<file path="src/hw/rtl/gdad_pkg.sv">
package gdad_pkg;

    localparam int ADD_DAYS_BITS_DEF = 16;

    localparam int DAY_W   = 5;
    localparam int MONTH_W = 4;
    localparam int YEAR_W  = 14;

    localparam logic [YEAR_W-1:0]  YEAR_MAX  = 14'd16383;
    localparam logic [YEAR_W-1:0]  CENTURY   = 14'd100;
    localparam logic [6:0]         LAST_YY   = 7'd99;

    localparam logic [MONTH_W-1:0] MONTH_JAN = 4'd1;
    localparam logic [MONTH_W-1:0] MONTH_FEB = 4'd2;
    localparam logic [MONTH_W-1:0] MONTH_DEC = 4'd12;

    localparam logic [DAY_W-1:0] FEB_LEAP_LEN = 5'd29;

    localparam logic [DAY_W-1:0] MONTH_LEN [12] = '{
        5'd31, 5'd28, 5'd31, 5'd30, 5'd31, 5'd30,
        5'd31, 5'd31, 5'd30, 5'd31, 5'd30, 5'd31
    };

    typedef enum logic [1:0] {
        ST_IDLE,
        ST_REDUCE,
        ST_PREFIX,
        ST_WALK
    } gdad_state_t;

    typedef struct packed {
        logic load;
        logic inc;
    } gdad_year_cmd_t;

    typedef struct packed {
        logic ready;
        logic leap;
    } gdad_year_stat_t;

    // Length of month m (1..12) in a year whose leap flag is given.
    function automatic logic [DAY_W-1:0] month_days(input logic [MONTH_W-1:0] m,
                                                    input logic leap);
        logic [MONTH_W-1:0] idx;
        idx = m - MONTH_JAN;
        if (m == MONTH_FEB && leap)
            return FEB_LEAP_LEN;
        else if (m >= MONTH_JAN && m <= MONTH_DEC)
            return MONTH_LEN[idx];
        else
            return MONTH_LEN[0];
    endfunction

endpackage

</file>
<file path="src/hw/rtl/gdad_year_unit.sv">
module gdad_year_unit (
    input  logic                         clk,
    input  logic                         rst_n,
    input  gdad_pkg::gdad_year_cmd_t     cmd,
    input  logic [gdad_pkg::YEAR_W-1:0]  start_year,
    output gdad_pkg::gdad_year_stat_t    stat,
    output logic [gdad_pkg::YEAR_W-1:0]  year
);
    import gdad_pkg::*;

    logic [YEAR_W-1:0] year_reg, year_next;
    // Year modulo 100 once reduction is over; the raw year before that.
    logic [YEAR_W-1:0] yy_reg, yy_next;
    // Count of centuries modulo 4.
    logic [1:0]        cent_reg, cent_next;

    always_ff @(posedge clk or negedge rst_n)
    begin
        if (!rst_n)
        begin
            year_reg <= '0;
            yy_reg   <= '0;
            cent_reg <= '0;
        end
        else
        begin
            year_reg <= year_next;
            yy_reg   <= yy_next;
            cent_reg <= cent_next;
        end
    end

    always_comb
    begin
        year_next = year_reg;
        yy_next   = yy_reg;
        cent_next = cent_reg;
        if (cmd.load)
        begin
            year_next = start_year;
            yy_next   = start_year;
            cent_next = '0;
        end
        else if (yy_reg >= CENTURY)
        begin
            yy_next   = yy_reg - CENTURY;
            cent_next = cent_reg + 2'd1;
        end
        else if (cmd.inc && year_reg != YEAR_MAX)
        begin
            year_next = year_reg + 14'd1;
            if (yy_reg[6:0] == LAST_YY)
            begin
                yy_next   = '0;
                cent_next = cent_reg + 2'd1;
            end
            else
            begin
                yy_next = yy_reg + 14'd1;
            end
        end
    end

    always_comb
    begin
        stat.ready = (yy_reg < CENTURY);
        stat.leap  = ((year_reg[1:0] == 2'b00) && (yy_reg != '0))
                   || ((yy_reg == '0) && (cent_reg == 2'b00));
    end

    assign year = year_reg;

endmodule

</file>
<file path="src/hw/rtl/gdad_seq.sv">
module gdad_seq #(
    parameter int ADD_DAYS_BITS = gdad_pkg::ADD_DAYS_BITS_DEF
) (
    input  logic                          clk,
    input  logic                          rst_n,
    input  logic                          start,
    input  logic [gdad_pkg::DAY_W-1:0]    start_day,
    input  logic [gdad_pkg::MONTH_W-1:0]  start_month,
    input  logic [ADD_DAYS_BITS-1:0]      days_to_add,
    input  gdad_pkg::gdad_year_stat_t     year_stat,
    output gdad_pkg::gdad_year_cmd_t      year_cmd,
    output logic                          busy,
    output logic                          done,
    output logic [gdad_pkg::DAY_W-1:0]    end_day,
    output logic [gdad_pkg::MONTH_W-1:0]  end_month
);
    import gdad_pkg::*;

    localparam int REM_W = ADD_DAYS_BITS + 2;

    gdad_state_t        state_reg, state_next;
    logic [REM_W-1:0]   rem_reg, rem_next;
    logic [MONTH_W-1:0] m_reg, m_next;
    logic [MONTH_W-1:0] tgt_reg, tgt_next;
    logic               done_reg, done_next;
    logic [DAY_W-1:0]   day_reg, day_next;
    logic [MONTH_W-1:0] mon_reg, mon_next;

    logic [DAY_W-1:0]   len;
    logic [REM_W-1:0]   len_ext;
    logic               sub;
    logic [REM_W-1:0]   sum;

    always_ff @(posedge clk or negedge rst_n)
    begin
        if (!rst_n)
        begin
            state_reg <= ST_IDLE;
            done_reg  <= 1'b0;
        end
        else
        begin
            state_reg <= state_next;
            done_reg  <= done_next;
        end
    end

    always_ff @(posedge clk)
    begin
        rem_reg <= rem_next;
        m_reg   <= m_next;
        tgt_reg <= tgt_next;
        day_reg <= day_next;
        mon_reg <= mon_next;
    end

    // The one shared adder: adds month lengths while building the day of
    // the year, and takes them away during the month walk.
    assign len     = month_days(m_reg, year_stat.leap);
    assign len_ext = REM_W'(len);
    assign sum     = rem_reg + (len_ext ^ {REM_W{sub}}) + REM_W'(sub);

    always_comb
    begin
        state_next = state_reg;
        rem_next   = rem_reg;
        m_next     = m_reg;
        tgt_next   = tgt_reg;
        done_next  = 1'b0;
        day_next   = day_reg;
        mon_next   = mon_reg;
        year_cmd   = '0;
        sub        = 1'b0;

        unique case (state_reg)
            ST_IDLE:
            begin
                if (start)
                begin
                    rem_next = REM_W'(days_to_add) + REM_W'(start_day);
                    if (start_month < MONTH_JAN)
                        tgt_next = MONTH_JAN;
                    else if (start_month > MONTH_DEC)
                        tgt_next = MONTH_DEC;
                    else
                        tgt_next = start_month;
                    m_next        = MONTH_JAN;
                    year_cmd.load = 1'b1;
                    state_next    = ST_REDUCE;
                end
            end
            ST_REDUCE:
            begin
                if (year_stat.ready)
                    state_next = ST_PREFIX;
            end
            ST_PREFIX:
            begin
                if (m_reg < tgt_reg)
                begin
                    rem_next = sum;
                    m_next   = m_reg + 4'd1;
                end
                else
                begin
                    m_next     = MONTH_JAN;
                    state_next = ST_WALK;
                end
            end
            ST_WALK:
            begin
                sub = 1'b1;
                if (rem_reg > len_ext)
                begin
                    rem_next = sum;
                    if (m_reg == MONTH_DEC)
                    begin
                        m_next       = MONTH_JAN;
                        year_cmd.inc = 1'b1;
                    end
                    else
                    begin
                        m_next = m_reg + 4'd1;
                    end
                end
                else
                begin
                    done_next  = 1'b1;
                    day_next   = rem_reg[DAY_W-1:0];
                    mon_next   = m_reg;
                    state_next = ST_IDLE;
                end
            end
            default:
            begin
                state_next = ST_IDLE;
            end
        endcase
    end

    assign busy      = (state_reg != ST_IDLE);
    assign done      = done_reg;
    assign end_day   = day_reg;
    assign end_month = mon_reg;

endmodule

</file>
<file path="src/hw/rtl/gregorian_date_add_days_core.sv">
// The year is reduced by centuries, the months before start_month are summed, and then the
// months are walked, where one month is walked per cycle.
// Throughput: one date at a time; busy stays high from acceptance until done pulses.
// The month walk through the single shared add/subtract unit dominates the time to a result.
// done marks the result for one cycle; the receiver cannot stall it.
// Reset (rst_n low, asynchronous) clears busy and done; end_day and end_month are undefined until the first done.
module gregorian_date_add_days_core #(
    parameter int ADD_DAYS_BITS = gdad_pkg::ADD_DAYS_BITS_DEF
) (
    input  logic                          clk,
    input  logic                          rst_n,
    input  logic                          start,
    output logic                          busy,
    input  logic [gdad_pkg::DAY_W-1:0]    start_day,
    input  logic [gdad_pkg::MONTH_W-1:0]  start_month,
    input  logic [gdad_pkg::YEAR_W-1:0]   start_year,
    input  logic [ADD_DAYS_BITS-1:0]      days_to_add,
    output logic                          done,
    output logic [gdad_pkg::DAY_W-1:0]    end_day,
    output logic [gdad_pkg::MONTH_W-1:0]  end_month,
    output logic [gdad_pkg::YEAR_W-1:0]   end_year
);
    import gdad_pkg::*;

    gdad_year_cmd_t  year_cmd;
    gdad_year_stat_t year_stat;

    gdad_seq #(
        .ADD_DAYS_BITS(ADD_DAYS_BITS)
    ) u_seq (
        .clk        (clk),
        .rst_n      (rst_n),
        .start      (start),
        .start_day  (start_day),
        .start_month(start_month),
        .days_to_add(days_to_add),
        .year_stat  (year_stat),
        .year_cmd   (year_cmd),
        .busy       (busy),
        .done       (done),
        .end_day    (end_day),
        .end_month  (end_month)
    );

    gdad_year_unit u_year (
        .clk       (clk),
        .rst_n     (rst_n),
        .cmd       (year_cmd),
        .start_year(start_year),
        .stat      (year_stat),
        .year      (end_year)
    );

    // A result word only appears as the block falls idle.
    a_done_idle: assert property (@(posedge clk) disable iff (!rst_n)
        done |-> !busy && $past(busy))
        else $error("done without a preceding busy period");

    // An accepted word keeps the block busy on the next cycle.
    a_accept_busy: assert property (@(posedge clk) disable iff (!rst_n)
        (start && !busy) |=> busy)
        else $error("accepted word did not start the sequencer");

    // The walk always ends in a real month.
    a_month_range: assert property (@(posedge clk) disable iff (!rst_n)
        done |-> (end_month >= MONTH_JAN) && (end_month <= MONTH_DEC))
        else $error("result month out of range");

    // The year never moves backwards while a date is being worked on.
    a_year_mono: assert property (@(posedge clk) disable iff (!rst_n)
        (busy && $past(busy) && !year_cmd.load && !$past(year_cmd.load))
            |-> end_year >= $past(end_year))
        else $error("year went backwards during the walk");

endmodule
</file>
<file path="config.mk">
export PLATFORM = sky130hd
export DESIGN_NAME = gregorian_date_add_days_core
export DESIGN_NICKNAME = d
export VERILOG_FILES = /design/src/hw/rtl/gdad_pkg.sv /design/src/hw/rtl/gdad_year_unit.sv /design/src/hw/rtl/gdad_seq.sv /design/src/hw/rtl/gregorian_date_add_days_core.sv
export SDC_FILE = /design/constraint.sdc
export NUM_CORES = 1
export LEC_CHECK = 0
export CORE_AREA = 2 2 115 117
export DETAILED_ROUTE_END_ITERATION = 10
export DIE_AREA = 0 0 117 119
export DONT_BUFFER_PORTS = 1
export PLACE_DENSITY_LB_ADDON = 0.25
export RECOVER_POWER = 100
export SLEW_MARGIN = 20
export SYNTH_ARGS = -nofsm -noshare
export SYNTH_HDL_FRONTEND = slang
export SYNTH_SLANG_ARGS = --single-unit
</file>
<file path="constraint.sdc">
create_clock -name clk -period 5.1 [get_ports clk]
set_clock_uncertainty 0.05 [all_clocks]
set_input_delay 0.765 -clock clk [delete_from_list [all_inputs] [get_ports clk]]
set_output_delay 0.765 -clock clk [all_outputs]
set_load 0.03 [all_outputs]
</file>
### After elaboration in Yosys (flattened, before gate mapping)

Memories as Yosys holds them, arrays and structs flattened.
Cells that the tools add are included.

| storage, ports and cells | value |
|---|---|
| logic and storage cells | 109 |
| register bits | 68 |
| input port bits | 42 |
| output and inout port bits | 25 |
| memories kept | 1 |
| memory bits (read-only) | 80 |

| operators by class | value |
|---|---|
| eq/ne operators | 14 |
| reductions and logical operators | 24 |
| bitwise logic cells | 3 |
| muxes and demuxes | 38 |
| add/subtract/negate cells | 9 |
| $lt $le $gt $ge | 9 |

Memory list:

| name | depth | bits a word | read ports | clocked after Yosys merged registers in | wr ports | RTL line | text |
|---|---|---|---|---|---|---|---|
| (name not given) | 16 | 5 | 1 | 0 | 0 | gdad_pkg.sv:49 | `return MONTH_LEN[idx];` |

Operators by type and width:

| kind | number |
|---|---|
| $mux 14 | 7 |
| $mux 18 | 3 |
| $pmux 18 s3 | 1 |
| $add 14x1->14 const B | 2 |
| $mux 4 | 5 |
| $mux 5 | 4 |
| $add 18x1->18 | 1 |
| $add 18x18->18 | 1 |
| $gt 18x5->1 | 1 |
| $xor 5x18->18 | 1 |
| $add 16x5->17 | 1 |
| $mux 2 | 8 |
| $ge 14x7->1 const B | 1 |
| $logic_not 14->1 | 1 |
| $lt 14x7->1 const B | 1 |
| $ne 14x14->1 const B | 1 |
| $reduce_bool 14->1 | 1 |
| $sub 14x7->14 const B | 1 |
| $pmux 4 s3 | 1 |
| $reduce_bool 3->1 | 3 |
| $mux 1 | 8 |
| $ne 2x2->1 const B | 4 |
| $pmux 2 s4 | 1 |
| $reduce_and 2->1 | 4 |
| 24 further kinds | 35 |

### Depth between registers and ports, before layout

| logic depth | value |
|---|---|
| word-level depth | 14 |
| mapped depth | 19 |
| gate-level depth less buffers | 19 |

### Modules after synthesis

A second synthesis with hierarchy kept.

| second synthesis, totals | value |
|---|---|
| cells, all modules | 627 |
| area total of the unflattened synthesis | 5485.3 um2 |

Modules (own cells, without submodules):

| module | times used | area an instance (um2) | cells each | sequential area each (um2) |
|---|---|---|---|---|
| gdad_seq | 1 | 3413.3 | 383 | 1126.1 |
| gdad_year_unit | 1 | 2072.0 | 244 | 750.7 |

### Worst setup path after synthesis

Ideal clock, no wire load.

| timing path | value |
|---|---|
| kind | flip-flop to flip-flop |
| start | register u_year.yy_reg[8] |
| end | register u_seq.rem_reg[16] (data pin) |
| arrival time | 3.781 ns |
| library setup time | 0.260 ns |
| required time | 4.790 ns |
| path buffers | 0 |
| cell stages (with the launch flop) | 18 |
| slack | 1.008 ns |
| clock period less this slack | 4.092 ns |
| path through | dfrtp_1 or4_4 and4b_1 mux2i_1 a31o_2 xnor2_1 inv_1 fa_1 nor2b_1 o21bai_1 a21boi_0 o21a_1 o21a_1 o21ai_0 o21ai_0 a211oi_1 mux2i_1 nand2_1 |

| between the ends | value |
|---|---|
| cells in the longest elaborated chain, start to end | 10 |
| elaborated cells between the ends (all ways) | 13 |
| classes of those cells | add/sub (2); mux (4); bitwise (1); reduce/logical (6) |

Ends and longest elaborated chain:

| what | RTL line | text |
|---|---|---|
| start: declaration | gdad_year_unit.sv:13 | `logic [YEAR_W-1:0] yy_reg, yy_next;` |
| start signal: assignment | gdad_year_unit.sv:28 | `yy_reg <= yy_next;` |
| $reduce_bool 14->1 / $logic_not 14->1 (equally long branches) | gdad_year_unit.sv:67, gdad_year_unit.sv:68 |  |
| $logic_and 1x1->1, on equally long branches | gdad_year_unit.sv:67, gdad_year_unit.sv:68 |  |
| $logic_or 1x1->1 * | gdad_year_unit.sv:68 | `\|\| ((yy_reg == '0) && (cent_reg == 2'b00));` |
| $logic_and 1x1->1 * | gdad_pkg.sv:46 | `if (m == MONTH_FEB && leap)` |
| $mux 5 * | gdad_pkg.sv:46 |  |
| $xor 5x18->18 * | gdad_seq.sv:61 | `assign sum = rem_reg + (len_ext ^ {REM_W{sub}}) + REM_W'(sub);` |
| $add 18x18->18 * | gdad_seq.sv:61 |  |
| $add 18x1->18 * | gdad_seq.sv:61 |  |
| $mux 18, on equally long branches | gdad_seq.sv:113, gdad_seq.sv:99 |  |
| $pmux 18 s3 * | gdad_seq.sv:75 | `unique case (state_reg)` |
| net u_seq.rem_next[16] | gdad_seq.sv:22 | `logic [REM_W-1:0] rem_reg, rem_next;` |
| end signal: assignment | gdad_seq.sv:50 | `rem_reg <= rem_next;` |
| end: declaration | gdad_seq.sv:22 |  |

Mark *: on every way through the listed nets, which the timed path passes. The rest lies on a longest branch. The select of a mux whose other input is x is not followed.
A chain may end at the register's enable or synchronous reset.

### Worst setup path after layout

Same ends and word-level chain as after synthesis.

==> metrics list <==
* Run status: finished, final reports clean
- Setup repair after global routing missed its margin: false
- Summed over all nets, wire length on met3 after detailed routing comes to 458 microns.
* Vias per inst: 5.296
- Data arrives at the worst endpoint at 4.63 ns.
- Routed wire length: 10,870 microns
- STA classifies the critical path endpoint as a flop.
* Number of nets produced by synthesis: 629
- Routed wl met2: 5127 microns
* Number of hold-repair buffers added at the cts stage: 0
- Async set or reset register ratio after synthesis: 48.53%
- After floorplanning, the core was sized to cover 12,870 sq um.
* DRT iter0 DRCs: 271
- Adding up every negative setup slack in the final design gives 0 ns.
- Met1 WL: 5099 microns
- Post-route antenna net violation count: 0
- In this run the clock root is driven by a sky130_fd_sc_hd__clkbuf_16.
- In the finished design, the share of the clock period the worst path needs comes to 90.17%.
* CTS Sinks: 68
* Area grow syn2layout: 9.655%
- For this run the aggregate overflow at the end of global routing stands at 0.
- Die boundary height: 119 microns
- Across all register-to-register paths, the minimum setup slack is 0.50 ns.
* Number of buffer cells added on primary ports: 0
- After detailed placement, the design holds a cell count of 704.
- For this design the ratio of total power to cell area is 705.9 nW/um^2.
- Final standard cell count with taps included and fillers excluded: 720
- In this run the static leakage power is 2.260 nW.
- Total power draw: 0.003822 W
* DRC violations left: 0
- Count of fill cells added during filler insertion: 1,270
- OpenSTA, run right after detailed placement, puts the worst setup slack at 0.5679 ns.
* Cell-by-cell trace of the critical path: or4_4 -> and4b_1 -> mux2i_1 -> a31o_2 -> xnor2_1 -> inv_1 -> fa_1 -> nor2b_1 -> o21bai_1 -> a21boi_0 -> o21a_1 -> o21a_1 -> o21ai_0 -> o21ai_0 -> a211oi_1 -> mux2i_1 -> nand2_1
* Req. time, crit path: 5.14 ns
- For this run, the register share of the synthesized area comes to 38.01%.
- Post-synthesis sequential element count: 68
- Final core utilization: 42.05%
* Clock transition at the register clock pins on the worst setup and hold paths after CTS: 0.06 ns
- Placer's final routability congestion estimate: 0.8900
- In this run, synthesis inferred 35 flip-flops with an integrated enable.
* Tightest Pin Transition: 0.9491 ns
* Clk buf depth: 2
- Highest Signal Layer: met4
- Setup Fix Bufs, Post-CTS: 0
- TritonCTS built the clock tree.
* Clk_lat worst skew: 0.34 ns
* Syn avg cell area: 9.143 sq um
* First-pass iteration count of the detailed router: 4
- Hold Path Class: primary input to async pin
* Startpoint kind of the worst setup timing path: flop
- The number of buffers and inverters on the critical path is 1.
* Flip-flop cell with the highest count after synthesis: sky130_fd_sc_hd__edfxtp_1
* Total via count after detailed routing: 3,813
- Final number of hold-violating endpoints: 0
- Number of warnings printed during yosys synthesis: 0
* Slowest cell on crit path: sky130_fd_sc_hd__or4_4
- The via count of the first global-routing pass came to 3,754.
- Flip-flop count of the largest register after layout: 18
* Cells after synthesis: 540
* Overall track demand over capacity in global routing: 16.85%
- Final-stage net count: 628
* Number of antenna violations at the first check in global routing: 0
- The netlist uses 54 different library cells.
- Entering global routing, the biggest net connects 34 pins.
- Once the floorplan was initialized, standard cells occupied 38.35% of the core.
* X dimension of the die: 117 microns
- Family with the most delay on the worst path: compound AO/OA/AOI/OAI gates
- In this design, the stage delay of the slowest critical-path cell is 0.57 ns.
- Half-perimeter wire length after detailed placement: 8148 microns
- Final worst slack: 0.5015 ns
- After floorplanning, the core was divided into 42 placement rows.
- In the final layout, the share of cells above drive strength 1 is 5.147%.
* Number of buffers inserted during clock tree synthesis: 9
- Setup violations remaining at the end of the flow were counted as 0.
* Number of maximum-capacitance violations: 0
* Global-route wire length before repair: 18,070 microns
* Netlist area before placement: 4937 sq um
* Relative max-transition margin: 36.66%
* Total die area: 13,920 sq um
* Shortest period the worst path allows: 4.598 ns
- Number of diodes: 0
- Count of cells resized by post-cts repair: 0
- After detailed routing, the average wire length per cell comes to 15.10 microns.
* Achievable Freq: 0.2175 GHz
- The number of pins exceeding their max-slew limit in the final report was 0.
- In the final layout, flip-flops and latches occupy 1877 sq um.
- Worst Path Max Fanout: 6
- The H-tree generated during clock tree synthesis spans 3 levels.
- Summing all multi-input logic gate instances after layout gives 2864 sq um.
* Top Ports: 67
* Peak supply drop: 236.2 uV
- Crit path kind: flop to flop
[metal layers]
| metal | up-vias | GRT usage, % |
|---|---|---|
| met3 | 13 | 3.511 |
| li1 | 1928 | - |
| met2 | 73 | 26.70 |
| met1 | 1799 | 21.82 |
| met5 | - | 0 |
| met4 | 0 | 7.941 |
[placed cells by master, fill, tap and decap left out, drive strengths merged, types with 5 or more instances in the layout]
cell type	instances
a21o	9
a21oi	35
and3	10
clkbuf	14
dfrtp	33
edfxtp	35
ha	45
inv	32
mux2i	8
nand2	63
nand2b	7
nand3	17
nand4	7
nor2	42
nor2b	8
nor3	12
nor3b	5
o21ai	41
xnor2	25
xor2	26
[power by group]
group	internal (W)	leakage (nW)	total (W)	switching, W
Clock	0.000406	0.154	0.000644	0.000238
Combinational	0.000814	1.37	0.00189	0.00108
Sequential	0.000908	0.732	0.00128	0.000376
[synth_stat cells (5+ instances only)]
cell type | instances | area [sq um]
sky130_fd_sc_hd__a21o_1 | 9 | 67.56
sky130_fd_sc_hd__a21oi_1 | 35 | 175.2
sky130_fd_sc_hd__and3_1 | 10 | 62.56
sky130_fd_sc_hd__clkbuf_1 | 16 | 60.06
sky130_fd_sc_hd__dfrtp_1 | 33 | 825.8
sky130_fd_sc_hd__edfxtp_1 | 35 | 1051
sky130_fd_sc_hd__ha_1 | 45 | 563.0
sky130_fd_sc_hd__inv_1 | 30 | 112.6
sky130_fd_sc_hd__mux2i_1 | 8 | 80.08
sky130_fd_sc_hd__nand2_1 | 63 | 236.5
sky130_fd_sc_hd__nand2b_1 | 7 | 43.79
sky130_fd_sc_hd__nand3_1 | 17 | 85.08
sky130_fd_sc_hd__nand4_1 | 7 | 43.79
sky130_fd_sc_hd__nor2_1 | 42 | 157.7
sky130_fd_sc_hd__nor2b_1 | 8 | 50.05
sky130_fd_sc_hd__nor3_1 | 11 | 55.05
sky130_fd_sc_hd__nor3b_1 | 5 | 37.54
sky130_fd_sc_hd__o21ai_0 | 40 | 200.2
sky130_fd_sc_hd__xnor2_1 | 25 | 219.0
sky130_fd_sc_hd__xor2_1 | 26 | 227.7
[worst paths after layout]
path / from / endpoint / depth (start not counted)
setup / recovery: u_year.yy_reg[8]$_DFFE_PN0P_ / u_seq.rem_reg[16]$_DFFE_PP_ / 17
hold / removal: rst_n / u_seq.state_reg[0]$_DFFE_PN0P_ / 0
setup reg to reg: u_year.yy_reg[8]$_DFFE_PN0P_ / u_seq.rem_reg[16]$_DFFE_PP_ / 17
hold reg to reg: u_year.cent_reg[1]$_DFFE_PN0P_ / u_year.cent_reg[1]$_DFFE_PN0P_ / 2
max in group asynchronous: rst_n / u_year.year[2]$_DFFE_PN0P_ / 0
min in group clk: u_year.cent_reg[1]$_DFFE_PN0P_ / u_year.cent_reg[1]$_DFFE_PN0P_ / 2
[logic make-up (layout without fill, tap and decap cells)]
kind of cell	count (synthesis)	in the layout	share of synthesized area (%)
simple gates	192	192	18.91
compound gates	123	123	15.74
flops	68	68	38.01
xor+xnor	51	51	9.047
mux	11	11	2.382
buf+inv	48	52	3.700
fa+ha+maj	47	47	12.21
[metrics by stage]
stage | area, sq um | hold WS (ns)
after floorplan | 4937 | 0.3986
after global placement | 5139 | 0.4153
after detailed placement | 5139 | 0.4212
after CTS | 5448 | 0.04765
after global routing | 5414 | 0.04716
final | 5414 | 0.06578
[layout make-up]
type                       instances  area share (%)
clock inverter                     6           1.086
timing repair buffer               6          0.5778
tap                              176           4.067
multi-input combinational        424           52.90
inverter                          30           2.080
clock buffer                      10           4.622
sequential                        68           34.67
No activity file was read; power rests on OpenSTA's default activity.
